==> src/sv/wfc_ram.sv <==
// Generic simple dual-port RAM: one write port, one read port, registered read.
// No dependencies; used for every store of the word frequency counter.
`default_nettype none

module wfc_ram #(
    parameter int WIDTH  = 8,
    parameter int DEPTH  = 2,
    parameter int ADDR_W = (DEPTH > 1) ? $clog2(DEPTH) : 1
) (
    input  wire logic              clk,
    input  wire logic              wr_en,
    input  wire logic [ADDR_W-1:0] wr_addr,
    input  wire logic [WIDTH-1:0]  wr_data,
    input  wire logic [ADDR_W-1:0] rd_addr,
    output logic      [WIDTH-1:0]  rd_data
);

    logic [WIDTH-1:0] mem [DEPTH];

    // Write port
    always_ff @(posedge clk) begin
        if (wr_en) begin
            mem[wr_addr] <= wr_data;
        end
    end

    // Registered read port
    always_ff @(posedge clk) begin
        rd_data <= mem[rd_addr];
    end

endmodule

`default_nettype wire

==> config.mk <==
export PLATFORM = sky130hd
export DESIGN_NAME = wfc_ram
export DESIGN_NICKNAME = d
export VERILOG_FILES = /design/src/sv/wfc_ram.sv
export SDC_FILE = /design/constraint.sdc
export NUM_CORES = 1
export LEC_CHECK = 0
export BUFFER_PORTS_ARGS = -buffer_cell sky130_fd_sc_hd__buf_4
export CAP_MARGIN = 0
export CORE_UTILIZATION = 48
export CTS_CLUSTER_SIZE = 10
export DETAILED_ROUTE_END_ITERATION = 10
export GPL_TIMING_DRIVEN = 0
export PLACE_DENSITY_LB_ADDON = 0.08
export SLEW_MARGIN = 20
export SYNTH_ARGS = -nofsm -noshare
export SYNTH_HDL_FRONTEND = slang
export SYNTH_SLANG_ARGS = --single-unit
==> constraint.sdc <==
create_clock -name clk -period 1.6 [get_ports clk]
set_clock_uncertainty 0.15 [all_clocks]
set_input_delay 0.32 -clock clk [delete_from_list [all_inputs] [get_ports clk]]
set_output_delay 0.32 -clock clk [all_outputs]
set_load 0.01 [all_outputs]
==> results.txt, run 1 <==
The tools report the launch instance of the worst register-to-register path as mem[0][4]$_DFFE_PP_. The highest fanout seen on the critical path works out to 1. The tree is rooted in a clkbuf_4. Number of gates given a new drive strength after cts: 0. Entering global routing, the biggest net connects 14 pins.

Across all register-to-register paths, the minimum setup slack is 0.69 ns. The run finished with clean final reports. At the pin with the least slew margin, the transition time is 0.661 ns.

The repair_antennas step left the layout with diodes totalling 0. Setup repair after global routing left no endpoint under its margin. Timing analysis after detailed placement gives a worst setup slack of 0.0893 ns.

Cell with the most instances after synthesis: edfxtp_1. In this run the static leakage power is 0.396 nW. The critical path goes through buf_4.

By count the netlist is led by edfxtp_1 (16), dfxtp_1 (8), mux2_4 (8). Aggregate negative setup slack: 0 ns. The tools report the core footprint as 1520 µm². The sum of buffers and inverters on the critical path is 1, and the number of DRC violations after detailed-routing iteration 0 is 3. Among all flip-flop cells after synthesis, the most frequent one is edfxtp_1. The slowest stage of the critical path belongs to the cell dfxtp_1. The capture instance of the worst register-to-register path was rd_data[4]$_DFF_P_.

The maximum clock frequency came out at 814 MHz. The floorplan step set the die width to 42.4 µm. The wire length of the first global-routing pass is 1480 µm, and the power density of the placed cells is 1110 nW/µm².

In the final design database the tool counted 70 nets. The tools report the count of distinct cell types in the synthesized netlist as 6. The final instance area was 966 µm²; the fraction of layout instances using a drive strength above 1 was 52.6%. In the final layout, the multi-input gates occupy 133 µm². Counting the buffers created by CTS gives 3.

The number of max-capacitance violations reported was 0; the number of flops mapped to enable cells by yosys was 16. The height of the die is 42.4 µm, and the area enclosed by the die boundary is 1800 µm². The relative max-transition margin is 55.8%, and the share of the clock period used by the worst path is 76.8%.

The number of buffers on the longest clock path was 2; the number of clock sinks seen by CTS was 24. The number of global-route vias before repair came out at 364. In this run the core area contains 14 standard-cell rows. The final layout contains routed wiring with a total length of 882 µm. For this configuration, the core starts out at a cell density of 51.5%. The async set-reset flop share out of synthesis was 0%.

The biggest area contributor in the post-synthesis netlist is edfxtp_1. The number of cells on the worst reg-to-reg path was 1. The number of vias per cell after detailed routing was 4.82. The warning count from the yosys run was 0; the final hold violation count was 0. Buffers placed on the I/O ports in this run total 18.

The endpoint type of the worst setup path is a primary output. After detailed routing, the number of remaining DRC violations is 0. The final max-slew violation count was 0. The synthesized netlist cell count is 35, and the clock transition at the register clock pins on the worst setup and hold paths after CTS is 0.12 ns. Counting flops and latches in the post-synthesis netlist gives 24. The classification of the worst-slack hold path was input pin to flop.

The congestion estimate from routability-driven global placement came to 0.577. The logs give 0 for the hold-fix buffer count after cts and 785 µm² for the mapped cell area. The share of synthesized area occupied by flip-flops and latches is 81.7%. Total stage count of the critical path: 1. The detail route stage leaves a number of antenna-violating nets equal to 0. The required time at the worst-slack endpoint is 1.13 ns, and the end-of-flow core utilization is 63.4%. The logs give 0 for the post-CTS setup buffer count and 0.000661 V for the maximum ir drop on the vdd rail.

The tools report the number of antenna violations at the first check in global routing as 0. The first detailed-routing pass took 3 iterations. The post-layout instance count excluding filler cells is 73.

The top cell type by area accounts for 61.2% of the synthesized area. Across every metal layer, demand over resource in global routing totals 11.7%. When the netlist entered floorplanning its net count stood at 47.

The CTS H-tree depth is 1. TritonCTS built the clock tree. On the critical path the largest part of the delay comes from flip-flops. The clock latency reported for the late side of the worst-skew pair came out at 0.30 ns.

After detailed routing, the average wire length per cell comes to 12.1 µm. Largest incremental delay on the critical path: 0.32 ns. The tools report the endpoint of the most critical setup path as rd_data[4]. The run gives 940 µm² as the cell area after placement. Registers take 641 µm². For the worst setup path, the data arrival time is 0.76 ns. The synthesis-to-finish area growth was 23.1%; the slack of the critical path was 0.372 ns. The worst setup path is launched from a flop. The number of filler instances in the final layout was 109. The shortest period the worst path allows works out to 1.23 ns. By area the synthesized netlist is led by edfxtp_1 (61%), dfxtp_1 (20%), mux2_4 (15%).

Setup violations remaining at the end of the flow were counted as 0. The critical path launch point is rd_data[4]$_DFF_P_. The critical path in this run is classified as flop to primary output.

Pin placement for this block handled 20 I/O pins. For this block, the via count after detailed routing is 352. A synthesized cell averages 22.4 µm². Including well taps, the total number of placed cells is 69.

For the overall overflow remaining after global route, the log shows 0.
[metrics by stage]
| stage | hold WS [ns] | power [mW] |
|---|---|---|
| finish | 0.0425 | 1.08 |
| global route | 0.0229 | 1.13 |
| CTS | 0.0335 | 1.09 |
| detailed placement | 0.310 | 0.844 |
| global placement | 0.305 | 0.837 |
| floorplan | 0.269 | 0.786 |
[worst min-delay path by stage]
stage | from | end | slack, ns | cells after the start
floorplan | wr_data[0] | mem[0][0]$_DFFE_PP_ | 0.27 | 0
global placement | mem[1][7]$_DFFE_PP_ | rd_data[7]$_DFF_P_ | 0.30 | 1
detailed placement | mem[1][6]$_DFFE_PP_ | rd_data[6]$_DFF_P_ | 0.31 | 1
CTS | wr_data[0] | mem[1][0]$_DFFE_PP_ | 0.03 | 1
global route | wr_data[5] | mem[0][5]$_DFFE_PP_ | 0.02 | 1
finish | wr_data[0] | mem[0][0]$_DFFE_PP_ | 0.04 | 1
[final cells by class]
type | instances | area share (%)
flip-flops and latches | 24 | 66.3
repair buffers | 18 | 14.0
multi-input cells | 10 | 13.7
clock buffers | 3 | 2.33
well taps | 16 | 2.07
plain buffers | 1 | 1.17
clock inverters | 1 | 0.389
[cell families after synthesis]
kind of cell  count (synthesis)  synth area share [%]
buf+inv                       1                  1.44
flops                        24                  81.7
mux                           8                  15.3
simple gates                  2                  1.60
[sequential cells by signal, indices dropped and copies added (netlist names)]
signal,count
mem,16
rd_data,8
[routing by layer]
layer	vias up	wire (µm)	track usage, %
met2	12	530	20.0
met4	0	0	7.50
met5	-	0	0
met3	0	41	3.88
li1	173	-	-
met1	167	310	12.2
[power breakdown]
part	switching (mW)	total [mW]	internal, mW
Combinational	0.0378	0.105	0.0673
Clock	0.159	0.250	0.0909
Sequential	0.0112	0.721	0.710
[layout by cell type (no fill, tap or decap), drive strengths merged]
| master | Yosys | routed |
|---|---|---|
| clkinv | 0 | 1 |
| dfxtp | 8 | 8 |
| nor2b | 1 | 1 |
| and2 | 1 | 1 |
| mux2 | 8 | 8 |
| edfxtp | 16 | 16 |
| buf | 1 | 19 |
| clkbuf | 0 | 3 |
(Power assumes the default switching activity.)
==> run 2, diff against run 1 <==
--- a/config.mk
+++ b/config.mk
@@ -7,7 +7,7 @@
 export LEC_CHECK = 0
 export BUFFER_PORTS_ARGS = -buffer_cell sky130_fd_sc_hd__buf_4
 export CAP_MARGIN = 0
-export CORE_UTILIZATION = 48
+export CORE_UTILIZATION = 44
 export CTS_CLUSTER_SIZE = 10
 export DETAILED_ROUTE_END_ITERATION = 10
 export GPL_TIMING_DRIVEN = 0
==> constraint.sdc (replaced) <==
create_clock -name clk -period 0.99 [get_ports clk]
set_clock_uncertainty 0.15 [all_clocks]
set_input_delay 0.198 -clock clk [delete_from_list [all_inputs] [get_ports clk]]
set_output_delay 0.198 -clock clk [all_outputs]
set_load 0.01 [all_outputs]
==> run 2 against run 1 <==
  * The run now ends with negative setup slack left
  * Via count grew 11%
  * Global-route usage is 2.3 points higher
  * Register-to-register slack worse by 0.61 ns
  * Total power up 68%
  * Largest power group unchanged
==> results.txt, run 2 (synthesis gave the netlist of run 1 again) <==
The CTS H-tree depth was 1; the starting utilization of the core area was 49.8%. For the slack of the critical path, the log shows -0.107 ns. Measured against its own limit, the worst slew margin works out to 70.5%. The run gives 911 MHz as the maximum clock frequency. Critical hold path startpoint: rd_addr. The synthesis-to-finish area growth was 38.8%. The tools report the row count as 14. The finished cells cover 1090 µm². Traced cell by cell, the critical path runs through buf_6. For the number of antenna violations at the first check in global routing, the log shows 0.

The flow ran to the end, but the final reports show violations. For the first-pass iteration count of the detailed router, the log shows 6. Wires add up to 1120 µm. For the post-CTS setup buffer count, the log shows 0.

The first global-routing pass estimated 1790 µm of wire. The final hold violation count was 0; the number of top-level pins was 20. On the worst path, the slowest cell contributes a delay of 0.34 ns.

The worst setup path is captured at a primary output. For the pin count of the biggest net entering global routing, the log shows 14. The worst hold path passes through 2 cells. The total stage count of the critical path works out to 1. The number of global-route vias before repair was 428; the clock latency reported for the late side of the worst-skew pair was 0.30 ns.

In the final layout, the registers with the most flip-flops are mem (16), rd_data (8). The run gives 113 as the number of filler instances in the final layout. The category of the critical setup timing path was flop to primary output.

The family with the most delay on the worst path is flip-flops. The run gives 3 as the number of buffers created by CTS. Measured along the y axis, the die boundary spans 44.2 µm. Max-cap violations in this run came to 0.

Data on the critical path arrives at its endpoint at 0.75 ns. For this block, the initial DRC count from the detailed router was 2. Routability-driven placement finished with a final weighted congestion of 0.615. Setup repair after global routing could not meet its margin everywhere. Setup violations remaining at the end of the flow were counted as 8.

Data on the critical path is required at its endpoint by 0.64 ns. Excluding fillers, the count of instances in the completed layout stands at 81. At the end of the flow, the number of nets in the layout was 78.

The sum of buffers and inverters on the critical path was 1. Global-route usage over all layers: 14.0%. In this run the worst setup path begins at rd_data[4]$_DFF_P_. The most frequent standard cell in the layout excluding fill and tap cells was edfxtp_1. The power density of the placed cells was 1660 nW/µm²; the core footprint was 1580 µm². Highest fanout seen on the critical path: 1. Summed over all layers, the global routing overflow is 0. The number of placed instances, taps included, is 69.

The checks that failed: negative setup slack. VDD sags by at most 0.000935 V. The number of buffers on the longest clock path was 2; the fraction of layout instances using a drive strength above 1 was 60.0%. The number of flip-flops in the largest register came out at 16. Summing all placed instances gives a cell area of 942 µm².

Input and output buffers added on the ports amount to 18. The shortest period the worst path allows is 1.10 ns, and the standby leakage power is 0.441 nW. The area enclosed by the die boundary came out at 1960 µm². The overall via count from detail_route is 390. The power consumption is 1.80 mW. After detailed routing, the number of remaining DRC violations is 0. The largest individual stage delay along the critical path comes from the cell dfxtp_2.

The root buffer cell chosen for the clock tree is clkbuf_4. The share of the clock period used by the worst path was 111%. The detail route stage leaves a number of antenna-violating nets equal to 0. 0 antenna diodes ended up in the layout.

The width of the die is 44.2 µm. The library cells used most frequently in the layout, excluding fill and tap cells, are edfxtp_1 (16), buf_4 (10), buf_6 (9). The worst hold path belongs to the class input pin to flop. The tools report the launch instance of the worst register-to-register path as mem[0][1]$_DFFE_PP_.

At the pin with the least slew margin, the transition time is 0.441 ns. The number of cells on the worst reg-to-reg path is 1. The number of vias per cell after detailed routing is 4.81. The tools report the critical path launch point type as a flop. For the final max-slew violation count, the log shows 0. The clock transition at the register clock pins on the worst setup and hold paths after CTS is 0.12 ns.

For this design, the sink count on the clock tree is 24. In the final routed layout, each cell accounts on average for 13.8 µm. Register with the highest flop count: mem.

TritonCTS built the clock tree.
==> run 2: metrics by stage <==
stage	util (%)	TNS, ns	setup WS [ns]	hold slack (ns)
finish	69.0	-0.814	-0.107	0.0628
global route	69.0	-1.09	-0.143	0.0536
CTS	68.9	-0.911	-0.119	0.0576
detailed placement	59.8	-2.92	-0.209	0.237
global placement	59.8	-2.32	-0.166	0.233
floorplan	-	0	0.0187	0.147
==> run 2: timing repair <==
item                                    CTS  global route
resized for setup                        14             2
hold buffers                              8             0
hold endpoints to repair                 16             0
endpoints found under the setup margin    8             8
==> run 2: worst paths after layout <==
path                         to  slack [ns]
max                  rd_data[4]       -0.11
min          rd_data[7]$_DFF_P_        0.06
max reg2reg  rd_data[1]$_DFF_P_        0.08
min reg2reg  rd_data[5]$_DFF_P_        0.34
==> run 2: per-layer routing <==
metal  track usage, %  part of all wire, %  up-vias
met5                0                    0        -
met4             9.09                  1.4        0
met3             3.67                  4.2        2
met2             25.3                   59       13
met1             14.0                   35      187
li1                 -                    -      188
==> run 2: area by class of cell <==
cell class	instances	area, µm²	share of cell area (%)
buffer	1	11.3	1.03
clock buffer	3	22.5	2.07
clock inverter	1	3.75	0.345
multi-input combinational	10	135	12.4
sequential	24	651	59.8
tap	16	20.0	1.84
timing repair buffer	26	245	22.5
==> run 2: report_power, final <==
| group | total [mW] | internal, mW | switching (mW) | leakage, nW |
|---|---|---|---|---|
| registers | 1.18 | 1.15 | 0.0264 | 0.218 |
| logic | 0.216 | 0.148 | 0.0681 | 0.207 |
| clock network | 0.407 | 0.147 | 0.260 | 0.0154 |
==> run 3, diff against run 2 <==
--- a/config.mk
+++ b/config.mk
@@ -11,7 +11,7 @@
 export CTS_CLUSTER_SIZE = 10
 export DETAILED_ROUTE_END_ITERATION = 10
 export GPL_TIMING_DRIVEN = 0
-export PLACE_DENSITY_LB_ADDON = 0.08
+export PLACE_DENSITY = 0.73
 export SLEW_MARGIN = 20
 export SYNTH_ARGS = -nofsm -noshare
 export SYNTH_HDL_FRONTEND = slang
==> run 3 against run 2 <==
  * Fmax rose by 0.79%
  * Register-to-register slack barely moved
  * Critical endpoint is now rd_data[0]
  * Via count is 1.8% lower
  * Largest cell class unchanged
  * Sequential share of layout area about the same
  * The flow still finishes with violations (negative setup slack)
==> results.txt, run 3 (synthesis gave the netlist of run 1 again) <==
The sum of buffers and inverters on the critical path was 1; the pin count of the biggest net entering global routing was 14. The pre-antenna-repair detailed-routing pass consisted of 5 iterations. Final RePlAce weighted congestion: 0.625.

After the last flow step, the layout net total stands at 78. Setup repair after global routing could not meet its margin everywhere. Number of global-route vias before repair: 386. Once detail routing completed, the nets flagged for antenna violations numbered 0. The synthesis-to-finish area growth came out at 38.6%. For this configuration, the core starts out at a cell density of 49.8%.

The end-of-flow core utilization was 69.0%; the maximum ir drop on the vdd rail was 0.00114 V. The run gives 0 as the final max-slew violation count. The worst pin sits at a relative slew slack of 72.7%. The checks that failed: negative setup slack. Summed over all layers, the global routing overflow is 0. The register with the most flip-flops in the layout has 16 of them. CTS placed an instance of clkbuf_4 at the clock tree root. The logs give -0.0986 ns for the slack of the critical path and 0 for the final hold violation count. Setup violations remaining at the end of the flow were counted as 8. In the layout the commonest cells are edfxtp_1 (16), buf_4 (10), buf_6 (9).

mem holds more flip-flops than any other register. Data arrives at the worst endpoint at 0.74 ns. Using the TritonRoute via totals, the vias-per-cell ratio works out to 4.73.

In this design, the largest share of critical-path delay is due to flip-flops. After clock tree synthesis, the clock-pin slew on the worst setup and hold paths is 0.12 ns. The number of max-capacitance violations reported was 0; the required time at the worst-slack endpoint was 0.64 ns. TritonCTS built the clock tree. The most frequent standard cell in the layout excluding fill and tap cells is edfxtp_1. The worst path in the final design needs a cycle of 1.09 ns, including I/O delays and setup.

The number of clock sinks seen by CTS was 24. The routed wire length per instance is 11.4 µm, and the area enclosed by the die boundary is 1960 µm². The highest fanout seen on the critical path works out to 1. Detailed routing inserted a total of 383 vias. Buffers placed on the I/O ports in this run total 18.

The share of the clock period used by the worst path works out to 110%. After detailed routing, the number of remaining DRC violations is 0. During I/O placement, the number of pins put on the boundary was 20. Cell with the largest stage delay on the worst path: dfxtp_2. By startpoint and endpoint, the worst setup path is classified as flop to primary output. For the worst-skew pair, the clock arrives at the later sink with an insertion delay of 0.30 ns. The worst setup path is launched from a flop.

Buffers inserted during clock tree synthesis total 3. The width of the die was 44.2 µm; the fraction of layout instances using a drive strength above 1 was 58.5%. Traced cell by cell, the critical path runs through buf_6. The worst hold margin was 0.0621 ns; the core footprint was 1580 µm².

In the final layout, the registers with the most flip-flops are mem (16), rd_data (8). For this run, the total global-route usage over all layers was measured as 11.0%. On the worst path, the slowest cell contributes a delay of 0.34 ns. In this run, the number of DRC markers left after iteration 0 of detailed routing was 12. In this run the worst hold path is classified as input pin to flop. The tools report the number of antenna violations at the first check in global routing as 0. The number of buffers on the longest clock path is 2, and the row count is 14. Setup slack on the worst flop-to-flop path: 0.07 ns. For this design the ratio of total power to cell area is 1660 nW/µm².

The count of inserted antenna diode cells was 0. The logs give 920 µm for the total length of routed wires and 1 for the CTS H-tree depth. The die is 44.2 µm tall. The standby leakage power is 0.440 nW.

At the placement stage, the worst setup path has a slack of -0.198 ns. At the pin with the least slew margin, the transition time is 0.408 ns. The flow ran to the end, but the final reports show violations.

Wire length of the first global-routing pass: 1460 µm. The maximum clock frequency came out at 919 MHz. Buffers added to address setup during post-CTS repair amount to 0. The worst setup path is captured at a primary output.
[run 3: cell types whose count changed in the layout (fill, tap and decap cells not counted)]
cell	change
clkbuf_1	+1
clkinv_1	-1
dfxtp_1	+1
dfxtp_2	-1
[run 3: final cells by class]
class,instances,area (µm²)
Tap cell,16,20.0
Buffer,1,11.3
Timing Repair Buffer,26,245
Fill cell,107,489
Multi-Input combinational cell,10,135
Sequential cell,24,649
Clock buffer,4,26.3
[run 3: repair_timing]
action,CTS,global route
hold buffers,8,0
hold endpoints to repair,16,0
pin swaps,0,0
gates resized for setup,11,4
setup endpoints to repair,8,8
[run 3: stage by stage]
step / total power [mW] / cells / setup TNS (ns) / cell area [µm²]
after floorplan: 1.27 / 35 / 0 / 787
after global placement: 1.36 / 69 / -2.74 / 942
after detailed placement: 1.36 / 69 / -2.54 / 942
after CTS: 1.81 / 81 / -0.818 / 1080
after global routing: 1.88 / 81 / -1.04 / 1090
final: 1.80 / 81 / -0.747 / 1090
[run 3: power breakdown]
part / switching (mW) / leakage (nW) / total [mW] / internal (mW)
sequential: 0.0244 / 0.218 / 1.18 / 1.15
combinational: 0.0644 / 0.207 / 0.212 / 0.148
clock: 0.255 / 0.0150 / 0.411 / 0.157
[run 3: metal layers]
layer	routed length (µm)	track usage, %	vias up	part of all wire (%)
li1	-	-	189	-
met1	364	12.1	180	40
met2	505	18.8	14	55
met3	51	2.86	0	5.5
met4	0	7.27	0	0
met5	0	0	-	0
[run 3: worst paths after layout]
| check | startpoint | endpoint | cells after the start |
|---|---|---|---|
| setup / recovery | rd_data[0]$_DFF_P_ | rd_data[0] | 1 |
| hold / removal | rd_addr | rd_data[2]$_DFF_P_ | 2 |
| setup reg to reg | mem[0][4]$_DFFE_PP_ | rd_data[4]$_DFF_P_ | 1 |
| hold reg to reg | mem[1][1]$_DFFE_PP_ | rd_data[1]$_DFF_P_ | 1 |
